<file path="config.mk">
export PLATFORM = sky130hd
export DESIGN_NAME = pmftl_ram
export DESIGN_NICKNAME = d
export VERILOG_FILES = /design/src/hdl/pmftl_ram.sv
export SDC_FILE = /design/constraint.sdc
export NUM_CORES = 1
export LEC_CHECK = 0
export BUFFER_PORTS_ARGS = -buffer_cell sky130_fd_sc_hd__buf_2
export CORE_MARGIN = 5
export CORE_UTILIZATION = 45
export CTS_BUF_LIST = sky130_fd_sc_hd__clkbuf_8
export CTS_CLUSTER_DIAMETER = 150
export DETAILED_ROUTE_END_ITERATION = 12
export GPL_TIMING_DRIVEN = 0
export PLACE_DENSITY_LB_ADDON = 0.2
export SETUP_SLACK_MARGIN = 0.1
export SKIP_CTS_REPAIR_TIMING = 1
export SLEW_MARGIN = 10
export SYNTH_ARGS = -nofsm -noshare
export SYNTH_HDL_FRONTEND = slang
export SYNTH_SLANG_ARGS = --single-unit
</file>
<file path="constraint.sdc">
create_clock -name clk_i -period 2.4 [get_ports clk_i]
set_input_delay 0.48 -clock clk_i [delete_from_list [all_inputs] [get_ports clk_i]]
set_output_delay 0.48 -clock clk_i [all_outputs]
set_load 0.1 [all_outputs]
</file>
<file path="src/hdl/pmftl_ram.sv">
// ----------------------------------------------------------------------------
// pmftl_ram: generic single-port-write, one-read RAM
// One write and one registered read per cycle.
// ----------------------------------------------------------------------------
`default_nettype none
module pmftl_ram #(
  parameter int unsigned WIDTH = 8,
  parameter int unsigned DEPTH = 16
) (
  input  wire logic                     clk_i,
  input  wire logic                     we_i,
  input  wire logic [$clog2(DEPTH)-1:0] waddr_i,
  input  wire logic [WIDTH-1:0]         wdata_i,
  input  wire logic [$clog2(DEPTH)-1:0] raddr_i,
  output logic      [WIDTH-1:0]         rdata_o
);
  logic [WIDTH-1:0] mem_q [DEPTH];
  // write and registered read
  always_ff @(posedge clk_i) begin
    if (we_i) mem_q[waddr_i] <= wdata_i;
    rdata_o <= mem_q[raddr_i];
  end
endmodule
`default_nettype wire

</file>
==> results of run 1 <==
power by group:
group,leakage (nW),internal (mW),switching (mW),total (mW)
Combinational,0.518,0.105,0.260,0.366
Sequential,1.22,2.65,0.0134,2.67
Clock,0.208,1.12,0.851,1.97
cells in the final DEF (no fill, tap or decap), types with 3 or more instances in the layout:
cell type        netlist  routed
nand2_1                9       9
clkbuf_8               0      17
nor2_1                13      13
edfxtp_1             128     128
buf_2                  3      27
buf_6                  3       3
bufinv_16              0       4
dfxtp_1                8       8
mux4_2                18      18
clkdlybuf4s25_2        3       3
a22oi_1               16      16
mux4_1                14      14
nor3_2                 0       3
cell families after synthesis:
group                  Yosys count
buffers and inverters           10
flip-flops                     136
AND/OR/NAND/NOR                 35
multiplexers                    32
AO/OA/AOI/OAI                   16
through the flow:
step                      worst slack, ns  utilization
after floorplan                     0.427            -
after global placement             -0.122        0.481
after detailed placement           -0.161        0.482
after CTS                           0.298        0.519
after global routing                0.310        0.519
final                               0.399        0.519
worst paths after layout:
check                                   from           end  slack, ns  cells after the start
worst min-delay path              wdata_i[5]  mem_q[14][5]       0.46                      1
worst min register to register  mem_q[15][4]    rdata_o[4]       0.67                      3
worst max register to register   mem_q[0][7]    rdata_o[7]       0.91                      3
worst max-delay path              waddr_i[2]   mem_q[0][1]       0.40                      3
registers in the layout, indices dropped and copies added (netlist names):
name and cells:
mem_q 128, rdata_o 8
layer usage:
layer / wire [um] / global-route usage / share of wire
met1: 4410 / 0.220 / 0.45
met2: 4680 / 0.243 / 0.47
met3: 684 / 0.0586 / 0.069
met4: 102 / 0.0482 / 0.010
met5: 0 / 0 / 0
layout make-up:
| cell class | count | area [um2] |
|---|---|---|
| flip-flops and latches | 136 | 4000 |
| clock inverters | 14 | 183 |
| repair buffers | 24 | 120 |
| plain buffers | 10 | 86.3 |
| clock buffers | 17 | 234 |
| fillers | 887 | 5440 |
| multi-input cells | 83 | 1070 |
| well taps | 143 | 179 |
==> reports/summary.txt, run 1 <==
WP buf/inv = 1
Leak = 1.95 nW
Number of core rows = 39
Clock transition at path regs = 0.08 ns
Placed Instances = 396
Synthesized-area fraction occupied by adder cells = 0
Initial antenna violation count = 0
Family with the most delay on the worst path = simple AND/OR/NAND/NOR gates
Num CTS Buffers = 17
Die Y = 117 um
RSZ-0062 raised after global routing = no
Final Slew Violations = 0
CTS root buf = clkbuf_8
CTS tree = yes
CORE AREA = 11300 um2
Clock sink count = 136
Register area share after synthesis = 0.778
Avg WL per Cell = 23.1 um
WP data required = 2.44 ns
Routed vias = 2349
Finished Cell Area = 5880 um2
Worst Hold Class = in2reg
CP max stage cell = nor3_1
Placed cell area = 5460 um2
Aggregate global-route resource usage = 0.160
Mapped Area = 5150 um2
Simple-gate share of the synthesized area = 0.0318
Seq cells post-synth = 136
Synth Warn # = 0
Synth Flop Type = edfxtp_1
Area Growth Syn to Fin = 14.2%
Critical Path Sink Type = flop
Post-synthesis compound-gate area fraction = 0.0233
Period utilization = 0.834
Worst slew pin tran = 1.19 ns
Layout Cells excl Fill = 427
Slew headroom = 0.202
Proportion of layout cells with a drive suffix above 1 = 0.296
Avg Cell Area, Syn = 22.5 um2
Nets@finish = 290
# setup viols final = 0
Outcome = finished, final reports clean
Synth Instances = 229
CP max FO = 8
Worst path max stage delay = 0.92 ns
Synth cell types = 19
Area leader, netlist = edfxtp_1
Vias in the first global route = 2442
Hpwl dp = 6.43 mm
DRT Wirelength = 9.87 mm
Post-synth top cells = 128 x edfxtp_1, 18 x mux4_2, 16 x a22oi_1
Detailed-route DRC error count = 0
Vias per cell = 5.50
Final hold violation count = 0
Yosys top cell area share = 0.747
Sum Neg Setup Slack = 0 ns
Achievable frequency = 500 MHz
Largest net degree at the start of global routing = 17
Most common cell in the netlist = edfxtp_1
Hold_ws = 0.460 ns
GRT overflow = 0
Xor and xnor area share after synthesis = 0
Router iterations before antenna repair = 4
Tmin final = 2.00 ns
H-tree Lvls = 4
Mux contribution to synthesized area = 0.150
Die W = 117 um
Crit start category = input port
Combinational family with the most area after synthesis = multiplexers
Pwr dens = 851 nW/um2
# diodes = 0
CP cell instances = buf_2, or3b_2, nor3_1
Starting Density = 0.455
Port bufs = 24
Syn_nets = 247
Num ports = 26
Peak supply drop = 0.501 mV
DIE AREA = 13700 um2
CP Class = in2reg
CP arrival = 2.04 ns
Clock Skew = 0.00824 ns
Number of synthesized flops with an enable pin = 128
CTS max path bufs = 2
Global placement routability congestion = 0.813
Max Cap Viol = 0
Worst skew pair latency = 0.42 ns
Remaining antenna violation count = 0
Async SR Flop Fraction = 0
Pwr Total = 5.00 mW
First-pass GRT wire length = 14.8 mm
Initial DRC count = 163
Synth top area cells = edfxtp_1 75%, mux4_2 7.9%, mux4_1 7.1%
Power figures use the tool's default switching activity.
==> run 2, diff against run 1 <==
==> constraint.sdc (replaced) <==
create_clock -name clk_i -period 2.08 [get_ports clk_i]
set_input_delay 0.416 -clock clk_i [delete_from_list [all_inputs] [get_ports clk_i]]
set_output_delay 0.416 -clock clk_i [all_outputs]
set_load 0.1 [all_outputs]
==> run 2 against run 1 <==
Against the previous run: non-clock buffer count unchanged; setup slack got worse by 0.029 ns; critical path depth unchanged; critical path type unchanged; largest cell class unchanged.
==> reports/summary.txt, run 2 (same netlist as run 1, synthesis figures left out) <==
RSZ-0062 raised after global routing = no
Die Y = 117 um (unchanged)
CORE AREA = 11300 um2 (unchanged)
DRT Wirelength = 9.88 mm (+0.12%)
Most common cell after layout, fill and taps aside = edfxtp_1
Leak = 1.95 nW (about the same)
Outcome = finished, final reports clean
Tmin final = 1.71 ns
FILL cells = 886 (-0.11%)
Largest net degree at the start of global routing = 17 (unchanged)
Critical Path Sink Type = flop
Routed vias = 2360 (+0.47%)
WHS Path Cells = 1 (unchanged)
Clock transition at path regs = 0.08 ns (about the same)
# diodes = 0 (unchanged)
Detailed-route DRC error count = 0 (unchanged)
WP buf/inv = 1 (unchanged)
Max reg flops = 128 (unchanged)
Commonest non-fill, non-tap cells in the layout = 128 x edfxtp_1, 27 x buf_2, 18 x mux4_2, 17 x clkbuf_8, 16 x a22oi_1
Hpwl dp = 6.43 mm (unchanged)
Initial antenna violation count = 0 (unchanged)
Starting Density = 0.455 (unchanged)
Vias per cell = 5.53 (+0.47%)
Aggregate global-route resource usage = 0.160 (unchanged)
Clock Skew = 0.00857 ns (+0.000338 ns)
CP max FO = 8 (unchanged)
Largest Register = mem_q
WP data required = 2.13 ns (-0.31 ns)
Met2 WL = 4.70 mm (+0.56%)
Fin util = 0.520 (about the same)
Worst Hold Class = in2reg
CTS max path bufs = 2 (unchanged)
Router iterations before antenna repair = 4 (unchanged)
CP cell instances = buf_2, or3b_2, nor2_1
Nets@finish = 290 (unchanged)
Number of core rows = 39 (unchanged)
Dpl ws = -0.417 ns (-0.256 ns)
Remaining antenna violation count = 0 (unchanged)
DIE AREA = 13700 um2 (unchanged)
Path depth of the worst reg2reg path = 3 (unchanged)
Max Cap Viol = 0 (unchanged)
Biggest regs = mem_q x128, rdata_o x8
Final hold violation count = 0 (unchanged)
Global placement routability congestion = 0.813 (unchanged)
Achievable frequency = 585 MHz
Placed Instances = 396 (unchanged)
CP arrival = 1.76 ns (-0.28 ns)
Family with the most delay on the worst path = simple AND/OR/NAND/NOR gates
GRT overflow = 0 (unchanged)
Num CTS Buffers = 17 (unchanged)
Slew headroom = 0.410 (+0.207)
Hold_ws = 0.397 ns (-0.0637 ns)
Period utilization = 0.822
First-pass GRT wire length = 14.8 mm (unchanged)
Vias in the first global route = 2442 (unchanged)
Crit start category = input port
CTS tree = yes
Area Growth Syn to Fin = 14.3% (about the same)
Layout Cells excl Fill = 427 (unchanged)
Initial DRC count = 161 (-1.2%)
Proportion of layout cells with a drive suffix above 1 = 0.299 (+0.00352)
Metal3 WL = 695 um (+1.6%)
Max layer used = met4
Metal-1 WL = 4.38 mm (-0.54%)
Clock sink count = 136 (unchanged)
Avg WL per Cell = 23.1 um (+0.12%)
H-tree Lvls = 4 (unchanged)
Worst slew pin tran = 0.882 ns (-0.305 ns)
Worst setup margin = 0.370 ns (-0.0290 ns)
Final Slew Violations = 0 (unchanged)
Worst skew pair latency = 0.42 ns (about the same)
Die W = 117 um (unchanged)
Pwr dens = 980 nW/um2 (+15%)
CP Class = in2reg
Worst path max stage delay = 0.70 ns (-0.22 ns)
# setup viols final = 0 (unchanged)
Peak supply drop = 0.577 mV (+15%)
Port bufs = 24 (unchanged)
CTS root buf = clkbuf_8
WP depth = 3 (unchanged)
Num ports = 26 (unchanged)
CP max stage cell = nor2_1
==> run 2: cell counts in the layout (fill, tap and decap cells not counted) <==
No cell type changed its count.
==> run 2: worst reg2reg max path, stage by stage (launching register included) <==
cell	delay [ns]
edfxtp_1	0.36
mux4_1	0.55
a22oi_1	0.33
nand2_1	0.12
==> run 2: through the flow <==
step | total power [mW] | instance area (um2) | TNS (ns)
2_1_floorplan | 3.42 | 5150 | 0
5_1_grt | 5.97 | 5880 | 0
3_3_place_gp | 3.56 | 5450 | -7.16
4_1_cts | 5.82 | 5880 | 0
6_report | 5.77 | 5880 | 0
3_5_place_dp | 3.57 | 5460 | -4.00
==> run 2: path summary, 6_finish.rpt <==
path	startpoint	end	slack [ns]
worst max-delay path	waddr_i[2]	mem_q[2][1]	0.37
worst min-delay path	wdata_i[6]	mem_q[7][6]	0.40
worst max register to register	mem_q[1][3]	rdata_o[3]	0.61
worst min register to register	mem_q[15][4]	rdata_o[4]	0.67
==> run 2: area by class of cell <==
type / instances / area (um2) / share of cell area
Multi-Input combinational cell: 83 / 1080 / 0.183
Sequential cell: 136 / 4000 / 0.681
Clock inverter: 14 / 183 / 0.0311
Clock buffer: 17 / 234 / 0.0398
Buffer: 10 / 86.3 / 0.0147
Timing Repair Buffer: 24 / 120 / 0.0204
Tap cell: 143 / 179 / 0.0304
==> run 2: metal layers <==
| metal | vias to the layer above | GRT usage |
|---|---|---|
| met5 | - | 0 |
| met3 | 8 | 0.0586 |
| met2 | 72 | 0.243 |
| met1 | 1224 | 0.220 |
| li1 | 1056 | - |
| met4 | 0 | 0.0482 |
==> run 2: where the power goes <==
group	internal, mW	leakage, nW	total (mW)	switching, mW
clock network	1.29	0.208	2.27	0.978
registers	3.06	1.22	3.08	0.0155
logic	0.122	0.520	0.423	0.301
