<file path="config.mk">
export PLATFORM = sky130hd
export DESIGN_NAME = pmftl_outq
export DESIGN_NICKNAME = d
export VERILOG_FILES = /design/src/hdl/pmftl_pkg.sv /design/src/hdl/pmftl_outq.sv
export SDC_FILE = /design/constraint.sdc
export NUM_CORES = 1
export LEC_CHECK = 0
export BUFFER_PORTS_ARGS = -buffer_cell sky130_fd_sc_hd__buf_2
export CORE_ASPECT_RATIO = 0.6
export CORE_MARGIN = 10
export CORE_UTILIZATION = 29
export CTS_CLUSTER_DIAMETER = 150
export CTS_CLUSTER_SIZE = 25
export DETAILED_ROUTE_END_ITERATION = 10
export HOLD_SLACK_MARGIN = 0.1
export PLACE_DENSITY = 0.61
export SYNTH_ARGS = -nofsm -noshare
export SYNTH_HDL_FRONTEND = slang
export SYNTH_SLANG_ARGS = --single-unit
</file>
<file path="constraint.sdc">
create_clock -name clk_i -period 0.9 [get_ports clk_i]
set_input_delay 0.135 -clock clk_i [delete_from_list [all_inputs] [get_ports clk_i]]
set_output_delay 0.135 -clock clk_i [all_outputs]
set_load 0.01 [all_outputs]
</file>
<file path="src/hdl/pmftl_pkg.sv">
// ----------------------------------------------------------------------------
// pmftl_pkg: shared types and constants of the page-mapping FTL
// Geometry, command and status codes, and the output beat record.
// ----------------------------------------------------------------------------
`default_nettype none
package pmftl_pkg;
  localparam int unsigned BLOCKS          = 64;
  localparam int unsigned PAGES_PER_BLOCK = 32;
  localparam int unsigned USER_BLOCKS     = 56;
  localparam int unsigned LOG_PAGES       = USER_BLOCKS * PAGES_PER_BLOCK;
  localparam int unsigned PHYS_PAGES      = BLOCKS * PAGES_PER_BLOCK;
  localparam int unsigned BW  = 6;
  localparam int unsigned PW  = 5;
  localparam int unsigned LW  = 11;
  localparam int unsigned PPW = BW + PW;

  localparam logic [2:0] CMD_READ  = 3'd0;
  localparam logic [2:0] CMD_PROG  = 3'd1;
  localparam logic [2:0] CMD_COPY  = 3'd2;
  localparam logic [2:0] CMD_ERASE = 3'd3;
  localparam logic [2:0] CMD_ERR   = 3'd4;

  localparam logic [1:0] ST_OK      = 2'd0;
  localparam logic [1:0] ST_UNMAP   = 2'd1;
  localparam logic [1:0] ST_RANGE   = 2'd2;
  localparam logic [1:0] ST_NORECL  = 2'd3;

  typedef struct packed {
    logic [2:0]  cmd;
    logic [BW-1:0] dst_block;
    logic [PW-1:0] dst_page;
    logic [BW-1:0] src_block;
    logic [PW-1:0] src_page;
    logic [LW-1:0] tag_lpn;
    logic [31:0] data;
    logic [1:0]  status;
    logic        last;
  } beat_t;
endpackage
`default_nettype wire

</file>
<file path="src/hdl/pmftl_outq.sv">
// ----------------------------------------------------------------------------
// pmftl_outq: output register stage
// Holds one result beat until the sink takes it.
// ----------------------------------------------------------------------------
`default_nettype none
module pmftl_outq import pmftl_pkg::*; (
  input  wire logic  clk_i,
  input  wire logic  rst_ni,
  input  wire logic  push_i,
  input  beat_t      beat_i,
  output logic       full_o,
  input  wire logic  stall_i,
  output logic       valid_o,
  output beat_t      beat_o
);
  logic v_q;
  beat_t b_q;
  assign full_o  = v_q && stall_i;
  assign valid_o = v_q;
  assign beat_o  = b_q;
  // load on push, clear when taken
  always_ff @(posedge clk_i or negedge rst_ni) begin
    if (!rst_ni) begin
      v_q <= 1'b0;
    end else if (push_i) begin
      v_q <= 1'b1;
    end else if (!stall_i) begin
      v_q <= 1'b0;
    end
  end
  always_ff @(posedge clk_i) begin
    if (push_i) b_q <= beat_i;
  end
endmodule
`default_nettype wire

</file>
==> results.txt, run 1 <==
----------------------------------------------------
[Die]
  Floorplan Core Area ... 7270 µm²
  Floorplan die area ... 11500 µm²
  Die X-Extent ... 132 µm
  Site row count ... 24
  Boundary pin count ... 148
  Die Y-Extent ... 87.0 µm
  Initial core utilization ... 0.299

[Yosys]
  Post-Synth Simple-Gate Area ... 0.00288
  Adder and majority cell fraction of the synthesized area ... 0
  Seq/Total Area, Yosys ... 0.994
  Post-synthesis sequential element count ... 72
  Number of instances in the synthesized netlist ... 74
  Proportion of synthesized area in mux cells ... 0
  Number of distinct library cells after synthesis ... 4
  Complex-gate fraction of the synthesized area ... 0.00346
  Main combinational cell family by area after synthesis ... compound AO/OA/AOI/OAI gates
  Cell area after technology mapping ... 2170 µm²
  Post-synthesis share of cell area spent on xor and xnor gates ... 0
  Mean post-synth cell area ... 29.3 µm²
  Number of warnings issued by yosys ... 0
  Number of nets in the synthesized netlist ... 149

[Worst setup path]
  Crit path launch type ... flop
  Slowest stage cell, crit path ... dfrtp_1
  Data arrival time at the worst-slack endpoint ... 980 ps
  Biggest fanout along the worst timing path ... 3
  Type of destination of the critical path ... primary output
  Required time at the worst-slack endpoint ... 760 ps
  Largest delay share family, worst path ... flip-flops
  CP Buf/Inv Count ... 1
  Classification of the worst setup path ... flop to primary output
  Delay of the slowest cell on the worst path ... 380 ps
  Cell breakdown of the critical path ... and2_1 -> buf_2

[Global route]
  Pin count of the biggest net entering global routing ... 40
  Total global routing overflow ... 0
  Via count of the first global-routing pass ... 1808
  Number of antenna violations at the first check in global routing ... 1
  Global-route wire length before repair ... 11.1 mm
  Total GRT Usage ... 0.131

[Pwr]
  Portion of total power attributed to combinational logic ... 0.113
  Sw power ... 1.76 mW
  Largest voltage drop on the vdd net ... 1.06 mV
  Power Total ... 8.41 mW
  Switching portion of total power ... 0.210
  Share of total power in sequential cells ... 0.481
  Power per cell area ... 2040 nW/µm²
  Internal power component ... 6.64 mW
  Static power due to leakage ... 1.76 nW
  Clock power frac ... 0.407

[Timing]
  Final TNS setup ... -5070 ps
  Number of max-slew violations in the final report ... 0
  Worst clock skew ... 0 ps
  Relative slew slack ... 0.852
  Setup repair after global routing missed its margin ... yes
  Final Worst Setup Slack ... -216 ps
  Actual slew at the worst max-slew pin ... 222 ps
  Ratio of final minimum period to clock period ... 1.24
  Final-report hold violation count ... 0
  FMAX ... 896 MHz
  Min Tclk post-route ... 1120 ps
  Final setup violation count ... 73

[Route]
  Post-route DRC violation count ... 0
  Number of design-rule violations left by the first detailed-router iteration ... 107
  DR WL/cell ... 17.7 µm
  Via density per instance ... 3.94
  DRT Pass-1 Iters ... 4
  Vias ... 1648
  Final Routed Wirelength ... 7.38 mm
  Number of nets with antenna violations after routing ... 0

[Cells and area]
  Finished Cell Area ... 4120 µm²
  Fraction of final layout cells sized beyond drive strength 1 ... 0.524
  Final layout net count ... 383
  Core Util, Final ... 0.567
  Most frequent cells in the layout ... 145 x buf_2, 73 x dlygate4sd3_1, 71 x edfxtp_1, 9 x clkbuf_16
  Most common library cell in the layout ignoring fill and taps ... buf_2
  Area growth from synthesis to layout ... 89.9%

[Place]
  Detailed placement HPWL ... 4.84 mm
  Number of buffer cells added on primary ports ... 147
  Post-Place Worst Slack ... 45.4 ps
  Final RePlAce weighted congestion ... 0.688
  Placement Cell Area ... 3080 µm²

[CTS]
  Total CTS buffers ... 9
  Clock sinks ... 72
  CTS clock-pin slew for the worst setup and hold paths ... 50 ps
  CTS max path bufs ... 2
  H-tree depth reported by CTS ... 3
  Root Buffer Master ... clkbuf_16
  Insertion delay to the later sink of the worst-skew pair ... 320 ps
  TritonCTS clock tree ... yes

[Outcome]
  Violated checks ... negative setup slack
  Outcome ... finished with violations

[Job]
  Max-cap check violation count ... 0

[Min path]
  Worst min-delay path class ... input port to asynchronous set/reset pin

----------------------------------------------------
## power groups by stage
| stage | logic, mW | clock network, mW | registers [mW] |
|---|---|---|---|
| finish | 0.946 | 3.42 | 4.04 |
| global route | 1.01 | 3.70 | 4.06 |
| CTS | 0.942 | 3.52 | 4.04 |
| detailed placement | 0.685 | 0 | 4.11 |
| global placement | 0.674 | 0 | 4.10 |
| floorplan | 0.00625 | 0 | 4.27 |
## Yosys cell counts
cell type   n  share of area
dfrtp_1     1          0.012
and2_1      1         0.0029
edfxtp_1   71           0.98
a21o_1      1         0.0035
## sequential cells by signal, summed over array words and instances, names as in the netlist
signal / cells
beat_o: 71
valid_o: 1
## final cells by class
class,count,area [µm²]
sequential,72,2160
multi-input combinational,2,13.8
timing repair buffer,223,1530
antenna,1,2.50
clock inverter,5,58.8
clock buffer,11,233
tap,104,130
fill,579,3150
## per-layer routing
layer | wire length, µm | vias up | track usage
li1 | - | 771 | -
met5 | 0 | - | 0
met3 | 572 | 8 | 0.0565
met2 | 3770 | 95 | 0.228
met1 | 2960 | 774 | 0.141
met4 | 83 | 0 | 0.0533
## stage by stage
stage                     hold slack [ps]  cells
after floorplan                      -161     74
after global placement              -88.8    327
after detailed placement            -85.6    327
after CTS                             102    416
after global routing                  109    418
final                                 128    418
## what timing repair did
action	in CTS	in global routing
endpoints found under the hold margin	73	0
hold buffers	73	0
endpoints found under the setup margin	73	73
resized for setup	0	2
setup buffers	0	1
pin swaps	1	0
## cell families (layout without fill, tap and decap cells)
kind of cell | after synthesis | after routing
AND/OR/NAND/NOR | 1 | 1
other | 0 | 1
buffers and inverters | 0 | 239
AO/OA/AOI/OAI | 1 | 1
flip-flops | 72 | 72
## final timing paths
| kind | cells past startpoint | endpoint | start | slack, ps |
|---|---|---|---|---|
| max | 2 | full_o | valid_o | -220 |
| min | 2 | valid_o | rst_ni | 130 |
| max reg2reg | 1 | valid_o | valid_o | 230 |
| min reg2reg | 1 | valid_o | valid_o | 510 |
| max in group asynchronous | 2 | valid_o | rst_ni | 690 |
| min in group clk_i | 2 | beat_o[27] | push_i | 310 |
Power figures use the tool's default switching activity.
==> run 2: changes to the inputs <==
--- a/config.mk
+++ b/config.mk
@@ -13,7 +13,8 @@
 export CTS_CLUSTER_SIZE = 25
 export DETAILED_ROUTE_END_ITERATION = 10
 export HOLD_SLACK_MARGIN = 0.1
-export PLACE_DENSITY = 0.61
+export PLACE_DENSITY = 0.64
+export SLEW_MARGIN = 20
 export SYNTH_ARGS = -nofsm -noshare
 export SYNTH_HDL_FRONTEND = slang
 export SYNTH_SLANG_ARGS = --single-unit
==> constraint.sdc (replaced) <==
create_clock -name clk_i -period 1 [get_ports clk_i]
set_input_delay 0.15 -clock clk_i [delete_from_list [all_inputs] [get_ports clk_i]]
set_output_delay 0.15 -clock clk_i [all_outputs]
set_load 0.01 [all_outputs]
==> run 2 against run 1 <==
  * The flow still finishes with violations (negative setup slack)
  * Worst setup slack improved by 77 ps
  * Hold slack improved by 12 ps
  * Final cell count fell by 0.48%
  * Sequential share of layout area fell by 0.064 points
  * Via count barely moved
  * Clock power fell by 2%
  * Combinational power fell by 12%
  * Power fell by 6.9%
  * Die area did not move
  * Clock skew did not move
  * Critical path depth did not move
  * Critical path type unchanged
  * Largest cell class unchanged
==> results.txt, run 2 (same netlist as run 1, synthesis figures left out) <==
----------------------------------------------------
[Timing]
  Final setup violation count ... 6 (was 73)
  Final-report hold violation count ... 0 (unchanged)
  Worst hold slack ... 140 ps (was 128 ps)
  Final TNS setup ... -180 ps (was -5070 ps)
  Relative slew slack ... 0.858 (was 0.852)
  Setup repair after global routing missed its margin ... yes (unchanged)
  Number of max-slew violations in the final report ... 0 (unchanged)
  Min Tclk post-route ... 1140 ps
  Final Worst Setup Slack ... -139 ps (was -216 ps)
  FMAX ... 878 MHz
  Ratio of final minimum period to clock period ... 1.14
  Worst clock skew ... 0 ps (unchanged)
  Actual slew at the worst max-slew pin ... 213 ps (was 222 ps)

[Min path]
  Worst min-delay path class ... input port to asynchronous set/reset pin (unchanged)

[Place]
  Number of buffer cells added on primary ports ... 147 (unchanged)
  Detailed placement HPWL ... 4.81 mm (was 4.84 mm)
  Placed cells ... 327 (unchanged)
  Final RePlAce weighted congestion ... 0.710 (was 0.688)

[Route]
  Via density per instance ... 3.96 (was 3.94)
  DR WL/cell ... 17.2 µm (was 17.7 µm)
  Number of design-rule violations left by the first detailed-router iteration ... 96 (was 107)
  Vias ... 1649 (was 1648)
  Post-route DRC violation count ... 0 (unchanged)
  DRT Pass-1 Iters ... 5 (was 4)
  Final Routed Wirelength ... 7.15 mm (was 7.38 mm)
  Number of nets with antenna violations after routing ... 0 (unchanged)

[Global route]
  Number of antenna violations at the first check in global routing ... 0 (was 1)
  Total global routing overflow ... 0 (unchanged)
  Via count of the first global-routing pass ... 1785 (was 1808)
  Global-route wire length before repair ... 10.8 mm (was 11.1 mm)
  Total GRT Usage ... 0.124 (was 0.131)
  Pin count of the biggest net entering global routing ... 40 (unchanged)

[Worst setup path]
  CP Buf/Inv Count ... 1 (unchanged)
  Type of destination of the critical path ... primary output (unchanged)
  Required time at the worst-slack endpoint ... 850 ps (was 760 ps)
  Slowest stage cell, crit path ... dfrtp_1 (unchanged)
  Crit path launch type ... flop (unchanged)
  Source of the critical timing path ... valid_o (unchanged)
  Cell breakdown of the critical path ... and2_1 -> buf_2 (unchanged)
  Internal reg-to-reg setup slack ... 320 ps (was 230 ps)
  Delay of the slowest cell on the worst path ... 390 ps (was 380 ps)
  R2r worst-path depth ... 1 (unchanged)
  Data arrival time at the worst-slack endpoint ... 990 ps (was 980 ps)
  Classification of the worst setup path ... flop to primary output (unchanged)
  Capturing element of the worst setup path ... full_o (unchanged)
  R2R Path Start ... valid_o (unchanged)
  End of the worst register-to-register path ... valid_o (unchanged)
  WP depth ... 2 (unchanged)
  Biggest fanout along the worst timing path ... 3 (unchanged)
  Largest delay share family, worst path ... flip-flops (unchanged)

[Die]
  Initial core utilization ... 0.299 (unchanged)
  Floorplan die area ... 11500 µm² (unchanged)
  Floorplan Core Area ... 7270 µm² (unchanged)
  Site row count ... 24 (unchanged)
  Die X-Extent ... 132 µm (unchanged)
  Boundary pin count ... 148 (unchanged)
  Die Y-Extent ... 87.0 µm (unchanged)

[CTS]
  Clock sinks ... 72 (unchanged)
  Total CTS buffers ... 9 (unchanged)
  Root Buffer Master ... clkbuf_16 (unchanged)
  TritonCTS clock tree ... yes (unchanged)
  Post-CTS setup buffer count ... 0 (unchanged)
  CTS clock-pin slew for the worst setup and hold paths ... 60 ps (was 50 ps)
  CTS max path bufs ... 2 (unchanged)
  Insertion delay to the later sink of the worst-skew pair ... 320 ps (about the same)
  H-tree depth reported by CTS ... 3 (unchanged)
  CTS resizes ... 0 (unchanged)

[Pwr]
  Static power due to leakage ... 1.77 nW (was 1.76 nW)
  Largest voltage drop on the vdd net ... 0.906 mV (was 1.06 mV)
  Power per cell area ... 1900 nW/µm² (was 2040 nW/µm²)

[Cells and area]
  Area of the multi-input gates ... 13.8 µm² (unchanged)
  Core Util, Final ... 0.568 (was 0.567)
  Most common library cell in the layout ignoring fill and taps ... buf_2 (unchanged)
  Flip-flop count of the largest register, all copies and words added ... 71 (unchanged)
  # diodes ... 0 (was 1)
  Most frequent cells in the layout ... 147 x buf_2, 73 x dlygate4sd3_1, 71 x edfxtp_1, 9 x clkbuf_16 (was 145 x buf_2, 73 x dlygate4sd3_1, 71 x edfxtp_1, 9 x clkbuf_16)
  Sequential Area ... 2160 µm² (unchanged)
  Final cell count without fillers ... 416 (was 418)
  Final layout net count ... 382 (was 383)
  Layout fillers ... 583 (was 579)
  Fraction of final layout cells sized beyond drive strength 1 ... 0.522 (was 0.524)
  Area growth from synthesis to layout ... 90.1% (was 89.9%)

[Job]
  Max-cap check violation count ... 0 (unchanged)

[Outcome]
  Outcome ... finished with violations (unchanged)
  Violated checks ... negative setup slack (unchanged)

----------------------------------------------------
-- run 2: worst min-delay path by stage --
stage | slack (ps) | to | depth (start not counted)
after floorplan | -150 | valid_o | 0
after global placement | -80 | valid_o | 1
after detailed placement | -70 | valid_o | 1
after CTS | 120 | valid_o | 2
after global routing | 140 | valid_o | 2
final | 140 | valid_o | 2
-- run 2: per-layer routing --
layer | share of wire | global-route usage | wire (µm)
met2 | 0.51 | 0.213 | 3680
met5 | 0 | 0 | 0
met4 | 0.0091 | 0.0372 | 65
met3 | 0.073 | 0.0599 | 521
met1 | 0.40 | 0.136 | 2890
-- run 2: repair_timing --
| item | CTS | global route |
|---|---|---|
| hold buffers | 73 | 0 |
| gates cloned | 0 | 0 |
| pin swaps | 1 | 0 |
| endpoints found under the setup margin | 23 | 61 |
| endpoints found under the hold margin | 73 | 0 |
-- run 2: stage by stage --
| step | total power [mW] | cell area, µm² | setup slack (ps) |
|---|---|---|---|
| detailed placement | 4.31 | 3080 | 145 |
| CTS | 7.93 | 4130 | -133 |
| global route | 8.14 | 4130 | -177 |
| finish | 7.83 | 4130 | -139 |
| global placement | 4.30 | 3080 | 148 |
| floorplan | 3.85 | 2170 | 257 |
-- run 2: where the power goes --
| part | total, mW | switching (mW) | internal (mW) |
|---|---|---|---|
| Combinational | 0.836 | 0.381 | 0.456 |
| Clock | 3.35 | 1.15 | 2.20 |
| Sequential | 3.64 | 0.0587 | 3.58 |
| Total | 7.83 | 1.59 | 6.23 |
-- run 2: final cells by class --
| type | count | area share |
|---|---|---|
| Multi-Input combinational cell | 2 | 0.00334 |
| Sequential cell | 72 | 0.523 |
| Clock buffer | 10 | 0.0555 |
| Tap cell | 104 | 0.0315 |
| Clock inverter | 6 | 0.0218 |
| Timing Repair Buffer | 222 | 0.365 |
